[src/sv/adpcm_pkg.sv]
// Shared types and constants for the ADPCM frame decoder.
`default_nettype none
package adpcm_pkg;

  localparam int unsigned PredictorsDef = 8;
  localparam int unsigned InDataW       = 72;
  localparam int unsigned FracBits      = 11;
  localparam int unsigned AccW          = 36;

  typedef enum logic [1:0] {
    K_BOOK  = 2'd0,
    K_LOOP  = 2'd1,
    K_START = 2'd2,
    K_DATA  = 2'd3
  } kind_t;

  // start mode bits: bit 0 clears history, bit 1 takes the loop pair
  localparam int unsigned ModeZeroBit = 0;
  localparam int unsigned ModeLoopBit = 1;

  typedef struct packed {
    kind_t              kind;
    logic               book_ok;
    logic [6:0]         book_address;
    logic signed [15:0] book_word;
    logic [1:0]         start_mode;
    logic signed [15:0] history_newer;
    logic signed [15:0] history_older;
    logic [7:0]         data_byte;
  } item_t;

endpackage
`default_nettype wire

[src/sv/adpcm_front.sv]
// Front end: accepts input transactions, classifies them and queues them.
`default_nettype none
module adpcm_front #(
  parameter int unsigned PREDICTORS = adpcm_pkg::PredictorsDef
) (
  input  wire                            clk,
  input  wire                            rst_n,
  input  wire                            in_tvalid,
  output logic                           in_tready,
  input  wire [adpcm_pkg::InDataW-1:0]   in_tdata,
  input  wire [1:0]                      in_tuser,
  output logic                           q_valid,
  output adpcm_pkg::item_t               q_item,
  input  wire                            q_pop
);
  import adpcm_pkg::*;

  localparam int unsigned BookDepth = PREDICTORS * 16;

  item_t      slot_r [2];
  logic       wp_r, wp_nxt, rp_r, rp_nxt;
  logic [1:0] cnt_r, cnt_nxt;
  item_t      it;
  logic       push, pop;

  always_comb begin
    it.kind          = kind_t'(in_tuser);
    it.book_address  = in_tdata[6:0];
    it.book_word     = in_tdata[22:7];
    it.start_mode    = in_tdata[24:23];
    it.history_newer = in_tdata[40:25];
    it.history_older = in_tdata[56:41];
    it.data_byte     = in_tdata[64:57];
    // loads past the end of the book are dropped
    it.book_ok       = ({25'd0, in_tdata[6:0]} < 32'(BookDepth));
  end

  assign in_tready = (cnt_r != 2'd2);
  assign push      = in_tvalid && in_tready;
  assign q_valid   = (cnt_r != 2'd0);
  assign pop       = q_pop && q_valid;
  assign q_item    = slot_r[rp_r];

  always_comb begin
    wp_nxt  = push ? ~wp_r : wp_r;
    rp_nxt  = pop ? ~rp_r : rp_r;
    cnt_nxt = cnt_r + {1'b0, push} - {1'b0, pop};
  end

  always_ff @(posedge clk) begin
    if (!rst_n) begin
      wp_r  <= 1'b0;
      rp_r  <= 1'b0;
      cnt_r <= 2'd0;
    end else begin
      wp_r  <= wp_nxt;
      rp_r  <= rp_nxt;
      cnt_r <= cnt_nxt;
    end
  end

  always_ff @(posedge clk) begin
    if (push) slot_r[wp_r] <= it;
  end

endmodule
`default_nettype wire

[src/sv/adpcm_back.sv]
// Back end: executes queued items, runs the tap MAC and drives the result register.
`default_nettype none
module adpcm_back #(
  parameter int unsigned PREDICTORS = adpcm_pkg::PredictorsDef
) (
  input  wire                clk,
  input  wire                rst_n,
  input  wire                q_valid,
  input  adpcm_pkg::item_t   q_item,
  output logic               q_pop,
  output logic               out_tvalid,
  input  wire                out_tready,
  output logic [15:0]        out_tdata,
  output logic               out_tlast,
  output logic               out_tuser
);
  import adpcm_pkg::*;

  localparam int unsigned BookDepth = PREDICTORS * 16;
  localparam int unsigned BookAw    = $clog2(BookDepth);

  typedef enum logic [2:0] {S_FETCH, S_SETUP, S_MAC, S_DRAIN, S_EMIT} state_t;

  state_t             st_r, st_nxt;
  logic signed [15:0] book [BookDepth];
  logic signed [15:0] loop_n_r, loop_o_r, rec_n_r, rec_o_r, base_n_r, base_o_r;
  logic signed [15:0] res_r [8];
  logic [3:0]         pos_r, shift_r;
  logic [2:0]         pred_r;
  logic [7:0]         byte_r;
  logic [1:0]         jhi_r;
  logic               s_r;
  logic [3:0]         t_r;
  logic               v1_r, v2_r, pz_r;
  logic signed [15:0] rd_r, op1_r;
  logic signed [31:0] prod_r;
  logic signed [AccW-1:0] acc_r;
  logic               ov_r, olast_r, oend_r;
  logic signed [15:0] osample_r;

  logic [2:0]         j;
  logic [3:0]         nib;
  logic signed [15:0] resid;
  logic               issue;
  logic               ord;
  logic [2:0]         tap;
  logic [6:0]         raddr;
  logic signed [15:0] opnd;
  logic signed [15:0] coefv;
  logic signed [AccW-FracBits-1:0] qv;
  logic signed [15:0] sat;
  logic               out_free;

  assign j        = {jhi_r, s_r};
  assign nib      = s_r ? byte_r[3:0] : byte_r[7:4];
  assign resid    = 16'({{12{nib[3]}}, nib} << shift_r);
  assign issue    = (st_r == S_MAC);
  assign out_free = !ov_r || out_tready;
  assign q_pop    = (st_r == S_FETCH) && q_valid;

  // term 0: order 0 tap j on older base; term 1: order 1 tap j on newer base;
  // term t>=2: order 1 tap j-t+1 on residual t-2
  always_comb begin
    ord  = (t_r != 4'd0);
    tap  = (t_r < 4'd2) ? j : 3'(j - t_r[2:0] + 3'd1);
    raddr = {pred_r, ord, tap};
    if (t_r == 4'd0)      opnd = base_o_r;
    else if (t_r == 4'd1) opnd = base_n_r;
    else                  opnd = res_r[3'(t_r - 4'd2)];
  end

  assign coefv = pz_r ? 16'sd0 : rd_r;

  always_comb begin
    qv = (AccW-FracBits)'(acc_r >>> FracBits);
    if (qv < -25'sd32768)     sat = 16'sh8000;
    else if (qv > 25'sd32767) sat = 16'sh7fff;
    else                      sat = 16'(qv);
  end

  always_comb begin
    st_nxt = st_r;
    unique case (st_r)
      S_FETCH: if (q_valid && q_item.kind == K_DATA && pos_r != 4'd0) st_nxt = S_SETUP;
      S_SETUP: st_nxt = S_MAC;
      S_MAC:   if (t_r == {1'b0, j} + 4'd1) st_nxt = S_DRAIN;
      S_DRAIN: if (!v1_r && !v2_r) st_nxt = S_EMIT;
      S_EMIT:  if (out_free) st_nxt = s_r ? S_FETCH : S_SETUP;
      default: st_nxt = S_FETCH;
    endcase
  end

  always_ff @(posedge clk) begin
    if (q_pop && q_item.kind == K_BOOK && q_item.book_ok)
      book[q_item.book_address[BookAw-1:0]] <= q_item.book_word;
    rd_r <= book[raddr[BookAw-1:0]];
  end

  always_ff @(posedge clk) begin
    if (!rst_n) begin
      st_r <= S_FETCH;
      loop_n_r <= '0; loop_o_r <= '0; rec_n_r <= '0; rec_o_r <= '0;
      base_n_r <= '0; base_o_r <= '0;
      for (int i = 0; i < 8; i++) res_r[i] <= '0;
      pos_r <= '0; shift_r <= '0; pred_r <= '0;
      v1_r <= 1'b0; v2_r <= 1'b0; ov_r <= 1'b0;
      s_r <= 1'b0; t_r <= '0; jhi_r <= '0;
    end else begin
      st_r <= st_nxt;
      // a new sample in S_EMIT reloads the register instead
      if (ov_r && out_tready && st_r != S_EMIT) ov_r <= 1'b0;
      v1_r   <= issue;
      v2_r   <= v1_r;
      op1_r  <= opnd;
      pz_r   <= ({29'd0, pred_r} >= 32'(PREDICTORS));
      prod_r <= coefv * op1_r;
      if (v2_r) acc_r <= acc_r + AccW'(prod_r);
      if (issue) t_r <= t_r + 4'd1;
      unique case (st_r)
        S_FETCH: if (q_valid) begin
          unique case (q_item.kind)
            K_BOOK: ;
            K_LOOP: begin
              loop_n_r <= q_item.history_newer;
              loop_o_r <= q_item.history_older;
            end
            K_START: begin
              pos_r <= '0;
              if (q_item.start_mode[ModeZeroBit]) begin
                rec_n_r <= '0; rec_o_r <= '0; base_n_r <= '0; base_o_r <= '0;
              end else if (q_item.start_mode[ModeLoopBit]) begin
                rec_n_r <= loop_n_r; rec_o_r <= loop_o_r;
                base_n_r <= loop_n_r; base_o_r <= loop_o_r;
              end else begin
                rec_n_r <= q_item.history_newer; rec_o_r <= q_item.history_older;
                base_n_r <= q_item.history_newer; base_o_r <= q_item.history_older;
              end
            end
            K_DATA: begin
              if (pos_r == 4'd0) begin
                shift_r <= q_item.data_byte[7:4];
                pred_r  <= q_item.data_byte[2:0];
                pos_r   <= 4'd1;
              end else begin
                if (pos_r == 4'd1 || pos_r == 4'd5) begin
                  base_n_r <= rec_n_r; base_o_r <= rec_o_r;
                end
                byte_r <= q_item.data_byte;
                jhi_r  <= 2'(pos_r - 4'd1);
                s_r    <= 1'b0;
              end
            end
            default: ;
          endcase
        end
        S_SETUP: begin
          res_r[j] <= resid;
          acc_r    <= AccW'(resid) <<< FracBits;
          t_r      <= '0;
        end
        S_MAC, S_DRAIN: ;
        S_EMIT: if (out_free) begin
          ov_r      <= 1'b1;
          osample_r <= sat;
          olast_r   <= s_r;
          oend_r    <= s_r && (pos_r == 4'd8);
          rec_n_r   <= sat;
          rec_o_r   <= rec_n_r;
          if (s_r) pos_r <= (pos_r == 4'd8) ? 4'd0 : pos_r + 4'd1;
          else     s_r   <= 1'b1;
        end
        default: ;
      endcase
    end
  end

  assign out_tvalid = ov_r;
  assign out_tdata  = osample_r;
  assign out_tlast  = olast_r;
  assign out_tuser  = oend_r;

  a_no_pop_busy: assert property (@(posedge clk) disable iff (!rst_n)
    (st_r != S_FETCH) |-> !q_pop) else $error("queue popped while busy");
  a_mac_pos: assert property (@(posedge clk) disable iff (!rst_n)
    (st_r == S_MAC) |-> (pos_r != 4'd0)) else $error("MAC without a frame");
  a_term_bound: assert property (@(posedge clk) disable iff (!rst_n)
    (st_r == S_MAC) |-> (t_r <= {1'b0, j} + 4'd1)) else $error("term count overrun");
  a_emit_drained: assert property (@(posedge clk) disable iff (!rst_n)
    (st_r == S_EMIT) |-> (!v1_r && !v2_r)) else $error("emit with MAC in flight");

endmodule
`default_nettype wire

[src/sv/adpcm_frame_decoder.sv]
// Top level of the ADPCM frame decoder: front queue plus MAC back end.
//
//  channel | dir | handshake             | payload
//  in_     | in  | in_tvalid/in_tready   | tdata item fields, tuser func
//  out_    | out | out_tvalid/out_tready | tdata sample, tlast, tuser frame end
//
// Loads, starts and headers are handled in the back end's fetch state. A data byte
// takes one fetch and two samples; the sample at group index j needs j+2
// codebook reads plus setup, a drain and emit. The single codebook read port
// and one multiplier serialize these steps, and the back end takes no new byte
// until both samples of the last are emitted. The front queue holds two items,
// so up to two items are accepted while the back end computes. Reset is synchronous and
// active low; the codebook is not cleared and must be loaded before use.
`default_nettype none
module adpcm_frame_decoder #(
  parameter int unsigned PREDICTORS = adpcm_pkg::PredictorsDef
) (
  input  wire                          clk,
  input  wire                          rst_n,
  input  wire                          in_tvalid,
  output logic                         in_tready,
  // [6:0] book_address, [22:7] book_word, [24:23] start_mode,
  // [40:25] history_newer, [56:41] history_older, [64:57] data_byte, rest 0
  input  wire [adpcm_pkg::InDataW-1:0] in_tdata,
  input  wire [1:0]                    in_tuser,   // func
  output logic                         out_tvalid,
  input  wire                          out_tready,
  output logic [15:0]                  out_tdata,  // sample
  output logic                         out_tlast,  // last_of_run
  output logic                         out_tuser   // frame_end
);
  import adpcm_pkg::*;

  logic  q_valid, q_pop;
  item_t q_item;

  adpcm_front #(.PREDICTORS(PREDICTORS)) u_front (
    .clk, .rst_n, .in_tvalid, .in_tready, .in_tdata, .in_tuser,
    .q_valid, .q_item, .q_pop
  );

  adpcm_back #(.PREDICTORS(PREDICTORS)) u_back (
    .clk, .rst_n, .q_valid, .q_item, .q_pop,
    .out_tvalid, .out_tready, .out_tdata, .out_tlast, .out_tuser
  );

endmodule
`default_nettype wire
[config.mk]
export PLATFORM = sky130hd
export DESIGN_NAME = adpcm_frame_decoder
export DESIGN_NICKNAME = d
export VERILOG_FILES = /design/src/sv/adpcm_pkg.sv /design/src/sv/adpcm_front.sv /design/src/sv/adpcm_back.sv /design/src/sv/adpcm_frame_decoder.sv
export SDC_FILE = /design/constraint.sdc
export NUM_CORES = 2
export LEC_CHECK = 0
export BUFFER_PORTS_ARGS = -buffer_cell sky130_fd_sc_hd__buf_4
export CAP_MARGIN = 10
export CORE_MARGIN = 3
export CORE_UTILIZATION = 50
export CTS_CLUSTER_SIZE = 40
export DETAILED_ROUTE_END_ITERATION = 10
export GPL_TIMING_DRIVEN = 0
export PLACE_DENSITY = 0.65
export REMOVE_ABC_BUFFERS = 1
export SKIP_CTS_REPAIR_TIMING = 1
export SLEW_MARGIN = 5
export SYNTH_ARGS = -nofsm -noshare
export SYNTH_HDL_FRONTEND = slang
export SYNTH_SLANG_ARGS = --single-unit
export TNS_END_PERCENT = 30
[constraint.sdc]
create_clock -name clk -period 7.9 [get_ports clk]
set_input_delay 0.395 -clock clk [delete_from_list [all_inputs] [get_ports clk]]
set_output_delay 0.395 -clock clk [all_outputs]
set_load 0.02 [all_outputs]
=== Word level (Yosys, flattened, before mapping) ===
Memory sizes are Yosys's and may differ from the RTL's. A register that Yosys moved wholly into a read port is not among the register bits.
Cells that the tools add are included.

* Register bits after elaboration: 234
* RAM bits: 2,310
* Bits of input ports: 78
* Output and inout bits: 20
* Word-level logic and storage cells: 175
* Memories: 3

{| class="wikitable"
|+ Memories
! memory !! depth !! width !! rd ports !! clocked after memory_dff !! write ports !! line !! RTL
|-
| u_back.book || 128 || 16 || 1 || 1 || 1 || adpcm_back.sv:25 || <nowiki>logic signed [15:0] book [BookDepth];</nowiki>
|-
| u_front.slot_r || 2 || 67 || 1 || 1 || 1 || adpcm_front.sv:20 || <nowiki>item_t slot_r [2];</nowiki>
|-
| u_back.res_r || 8 || 16 || 1 || 0 || 8 || adpcm_back.sv:27 || <nowiki>logic signed [15:0] res_r [8];</nowiki>
|}

* Add/sub/neg operators: 10
* Multiply operators: 1
* $lt $le $gt $ge: 3
* Equality and inequality tests: 27
* Shift-type cells: 1
* Multiplexer cells: 60
* Bitwise logic cells: 4
* Reduce and logical (&&, ||, !) cells: 39

{| class="wikitable"
|+ Operators by type and width
! cell !! number
|-
| $mux 16 || 19
|-
| $pmux 16 s2 || 4
|-
| $mux 36 || 2
|-
| $add 36x32->36 || 1
|-
| $mul 16x16->32 || 1
|-
| $gt 25x16->1 const B || 1
|-
| $lt 25x16->1 const B || 1
|-
| $mux 4 || 6
|-
| $mux 1 || 19
|-
| $mux 3 || 6
|-
| $ne 2x2->1 const B || 8
|-
| $pmux 4 s2 || 2
|-
| $reduce_and 4->1 || 4
|-
| $reduce_or 16->1 || 1
|-
| $shl 16x4->16 || 1
|-
| $pmux 3 s5 || 1
|-
| $reduce_and 5->1 || 3
|-
| $logic_and 1x1->1 || 10
|-
| $ne 3x3->1 const B || 3
|-
| $add 4x1->4 const B || 2
|-
| $eq 4x1->1 const B || 2
|-
| $logic_not 4->1 || 2
|-
| $ne 2x1->1 const B || 4
|-
| $reduce_bool 2->1 || 4
|-
| 28 further kinds || 38
|}

=== Depth between registers and ports, before layout ===
* Depth after elaboration: 6
* Gate-level depth with buffers: 23
* Depth with buffers taken out: 22

=== Hierarchy ===
From an unflattened synthesis, not the netlist that was laid out.

* Cells, all modules: 6,582
* Area total of the unflattened synthesis: 110,985.2 um^2

{| class="wikitable"
|+ By module, submodules not included
! module !! times used !! cells each !! area each (um^2) !! seq. area each (um^2)
|-
| adpcm_back || 1 || 6,348 || 105,792.7 || 71,368.4
|-
| adpcm_front || 1 || 234 || 5,192.5 || 4,124.0
|}

=== Least setup slack after synthesis ===
No wires, ideal clock.

* Path kind: flip-flop to flip-flop
* Start point: register u_back.op1_r[1]
* End point: register u_back.prod_r[30] (data pin)
* Library setup time: 258 ps
* Arrival time: 5,883 ps
* Required time: 7,642 ps
* Slack: 1,759 ps
* Stages on the path, launching flop included: 22
* Path buffers: 1
* Period minus slack after synthesis: 6,141 ps
* Cell sequence: edfxtp_1 -> clkbuf_1 -> nand2_1 -> inv_1 -> fa_1 -> fa_1 -> fa_1 -> fa_1 -> fa_1 -> inv_1 -> fa_1 -> inv_1 -> ha_1 -> nand3_1 -> o31ai_1 -> a21o_1 -> a31oi_1 -> o21ai_0 -> a31o_2 -> a21o_1 -> a21oi_1 -> xnor2_1

* Word-level cells in the longest chain between the ends: 1

{| class="wikitable"
|+ RTL lines
! what !! line !! RTL
|-
| start, declared || adpcm_back.sv:35 || <nowiki>logic signed [15:0] rd_r, op1_r;</nowiki>
|-
| start signal, assigned || adpcm_back.sv:114 || <nowiki>op1_r <= opnd;</nowiki>
|-
| $mul 16x16->32 || adpcm_back.sv:116 || <nowiki>prod_r <= coefv * op1_r;</nowiki>
|-
| end signal, assigned || adpcm_back.sv:116 ||
|-
| end, declared || adpcm_back.sv:36 || <nowiki>logic signed [31:0] prod_r;</nowiki>
|}

Every way passes these cells.
A chain may end at the register's enable or synchronous reset.

=== Worst setup path after layout ===
Ends and elaborated chain as after synthesis.

==> flow_summary.yaml <==
run_status:
  status: "complete, no violations"
floorplanning:
  ios: 98
  start_util_pct: 50.5
  dieArea_sq_um: 231000
  design.core.area_sq_um: 223000
  die_h_um: 481
  rows: 173
  die_w_um: 481
synth:
  yosys_warnings: 0
  yosys-mux-area-fraction_pct: 5.13
  synth_xor_area_share_pct: 0.612
  async_flop_share_pct: 0
  syn_area_sq_um: 113000
  synth-edff-count: 2420
  synth_top_family_by_area: "simple AND/OR/NAND/NOR gates"
  synth.distinct_cells: 71
  synth_area_per_cell_sq_um: 13.1
  synth-simple-area-share_pct: 13.3
  synthAdderAreaFrac_pct: 6.11
  synth-compound-area-share_pct: 5.04
  ys_seq_elements: 2561
  synth_cells: 8621
  synth_ff_type: "edfxtp_1"
  ys_seq_area_share_pct: 66.9
timing:
  finalSetupViolCount: 0
  final_hold_viol_count: 0
  worstMarginPinSlew_ps: 1290
  fin_worst_skew_ps: 96.7
  slew_violations: 0
  fin_crit_sh_pct: 87.6
  min_period_ps: 6920
  slew_headroom_pct: 13.7
  rsz0062_at_grt: "false"
  clock.fmax_mhz: 145
clocking:
  root_buffer: "clkbuf_16"
  clock_sinks: 2561
  cts_buffer_depth: 4
  h-tree-depth: 5
  clk_latency_ps: 930
  clkSlewWorstSetupHoldPaths_ps: 80
  numCtsBuffers: 282
  cts_tree: "yes"
critical_path:
  critPathCaptureType: "register"
  slowest_stage: "fa_1"
  rr_worst_depth: 20
  critPathArrivalTime_ps: 7550
  worstReg2RegEnd: "u_back.prod_r[30]"
  r2r-start: "u_back.op1_r[1]"
  crit_path_max_incr_delay_ps: 900
  crit_required_ps: 8530
  crit_chain: "nand2_1 > inv_1 > fa_1 > fa_1 > fa_1 > fa_1 > fa_1 > inv_1 > fa_1 > inv_1 > ha_1 > nand3_1 > o31ai_1 > a21o_1 > a31oi_1 > o21ai_0 > a31o_2 > a21o_1 > a21oi_1 > xnor2_1"
  path_delay_family: "adder cells"
  crit_buf_inv: 3
  critPathLaunchType: "register"
  path_class: "reg2reg"
  path_max_fanout: 16
  cp_common_cell: "fa_1"
  worst-r2r-setup-slack_ps: 980
min_path:
  whs_endpoint: "u_front.wp_r"
  min_path_type: "in2reg"
  hold_start: "in_tvalid"
  hold_depth: 4
detailed_routing:
  via_per_inst: 5.91
  drt_wl_total_um: 293000
  drc: 0
  wl_met1_um: 116000
  met3_length_um: 22500
  drtPass1Iterations: 8
  postRouteAntennaNets: 0
  topRoutingLayerUsed: "met4"
  dr_wl_met2_um: 142000
  drt_iter0_markers: 7587
  vias: 70900
  wire_per_inst_um: 24.4
global_route:
  grt_antenna_before_repair: 16
  grtUsageTotal_pct: 25.0
  grt_pass1_wl_um: 438000
  grt_pass1_vias: 69300
  overflow: 0
  grt_max_degree: 129
placed_design:
  numPortBuffers: 90
  dp_hpwl_um: 185000
  gp_congestion: 0.832
  dp_cells: 11500
layout:
  nets: 9309
  final_cells: 12000
  final_cell_mix: "edfxtp_1, nand2_1, nand3_1"
  area_growth_pct: 15.7
  final_common_cell: "edfxtp_1"
  drive_above_1_share_pct: 10.7
  fin_util_pct: 58.5
pwr:
  p_comb_share_pct: 51.0
  peakVddDrop_uv: 1750
  power_mw: 62.5
  leakagePower_nw: 46.5
  p_int_mw: 38.1
  switching_share_pct: 39.0
  p_seq_share_pct: 29.4
  p_sw_mw: 24.3
  powerDensity_nw_per_um2: 478
  clkPwrFrac_pct: 19.6
job:
  cap_violations: 0
[per-layer routing]
| metal | vias up | GRT usage [%] |
|---|---|---|
| li1 | 31700 | - |
| met5 | - | 0 |
| met1 | 35500 | 33.9 |
| met4 | 0 | 9.88 |
| met3 | 629 | 3.60 |
| met2 | 3167 | 41.0 |
[stage by stage]
stage / hold slack (ps) / setup slack, ps / setup TNS [ps] / instance area, sq um
final: 23.8 / 981 / 0 / 131000
after global placement: 478 / -54560 / -1123400 / 115000
after detailed placement: 485 / 988 / 0 / 122000
after CTS: -402 / 935 / 0 / 130000
after floorplan: 459 / -23070 / -368910 / 111000
after global routing: 6.07 / 556 / 0 / 131000
[synth_stat cells, types with 5 or more instances]
cell,number,area share [%]
xor2_1,26,0.20
o21a_1,27,0.18
buf_1,37,0.12
mux2_2,29,0.29
o31ai_1,6,0.040
nor3b_1,7,0.047
clkbuf_1,338,1.1
o211ai_1,21,0.14
nor2b_1,22,0.12
a31oi_1,108,0.60
a21oi_1,69,0.31
o32ai_1,9,0.070
fa_1,263,4.7
a32oi_1,176,1.4
nand2_1,1895,6.3
and3_1,45,0.25
o21ai_0,84,0.37
mux2i_1,470,4.2
and4_1,17,0.13
a21boi_0,5,0.033
a21o_1,28,0.19
dfxtp_1,141,2.5
nor2_1,391,1.3
nor3_1,11,0.049
ha_1,130,1.4
nand4_1,87,0.48
or2_2,5,0.028
o21bai_1,14,0.093
a311oi_1,18,0.14
and2_1,144,0.80
edfxtp_1,2420,64
nand3_1,811,3.6
o211a_1,100,0.89
mux4_2,33,0.66
xnor2_1,51,0.40
a211oi_1,57,0.38
inv_1,323,1.1
nand2b_1,15,0.083
buf_2,133,0.59
o22ai_1,6,0.033
[flip-flops by register name, summed over array words and instances, names as in the netlist, 16 cells and up, named ones only]
register          cells
u_back.out_tdata     16
u_back.loop_n_r      16
u_back.base_n_r      16
u_back.base_o_r      16
u_back.loop_o_r      16
u_back.prod_r        32
u_back.acc_r         36
u_back.op1_r         16
u_back.res_r        128
u_back.rd_r          16
u_back.rec_o_r       16
u_back.rec_n_r       16
u_front.slot_r      134
u_back.book        2048
[tightest hold or removal path, cell delays in order]
cell	delay [ps]
buf_4	120
nand2_1	130
and2_1	140
o21a_1	100
[final cells by class]
| cell class | count | area [sq um] |
|---|---|---|
| multi-input combinational | 5228 | 34900 |
| clock inverter | 109 | 835 |
| inverter | 323 | 1210 |
| timing repair buffer | 442 | 6920 |
| fill | 17200 | 92800 |
| antenna | 5 | 12.5 |
| clock buffer | 365 | 7570 |
| sequential | 2561 | 75500 |
| tap | 2975 | 3720 |
[how the worst max path moves through the flow]
stage               startpoint                 to  slack [ps]  cells past startpoint
6_report       u_back.op1_r[1]  u_back.prod_r[30]         980                     20
5_1_grt        u_back.op1_r[1]  u_back.prod_r[22]         560                     21
4_1_cts        u_back.op1_r[1]  u_back.prod_r[30]         930                     20
3_5_place_dp   u_back.op1_r[1]  u_back.prod_r[30]         990                     20
3_3_place_gp     u_back.t_r[0]    u_back.rd_r[15]      -54560                      9
2_1_floorplan    u_back.t_r[0]    u_back.rd_r[14]      -23070                     11
[power by group through the flow]
stage / sequential [mW] / clock (mW) / combinational [mW]
after floorplan: 18.4 / 0 / 24.3
after global placement: 18.8 / 0 / 32.6
after detailed placement: 18.6 / 0 / 32.0
after CTS: 18.3 / 12.4 / 32.2
after global routing: 18.4 / 12.9 / 35.7
final: 18.4 / 12.2 / 31.9
[kinds of logic (layout without fill, tap and decap cells)]
group | after synthesis | count (layout)
simple gates | 3467 | 3467
flops | 2561 | 2561
buf+inv | 832 | 1239
compound gates | 757 | 757
mux | 533 | 533
fa+ha+maj | 393 | 393
xor+xnor | 78 | 78
other cells | 0 | 5
No activity file was read; power rests on OpenSTA's default activity.
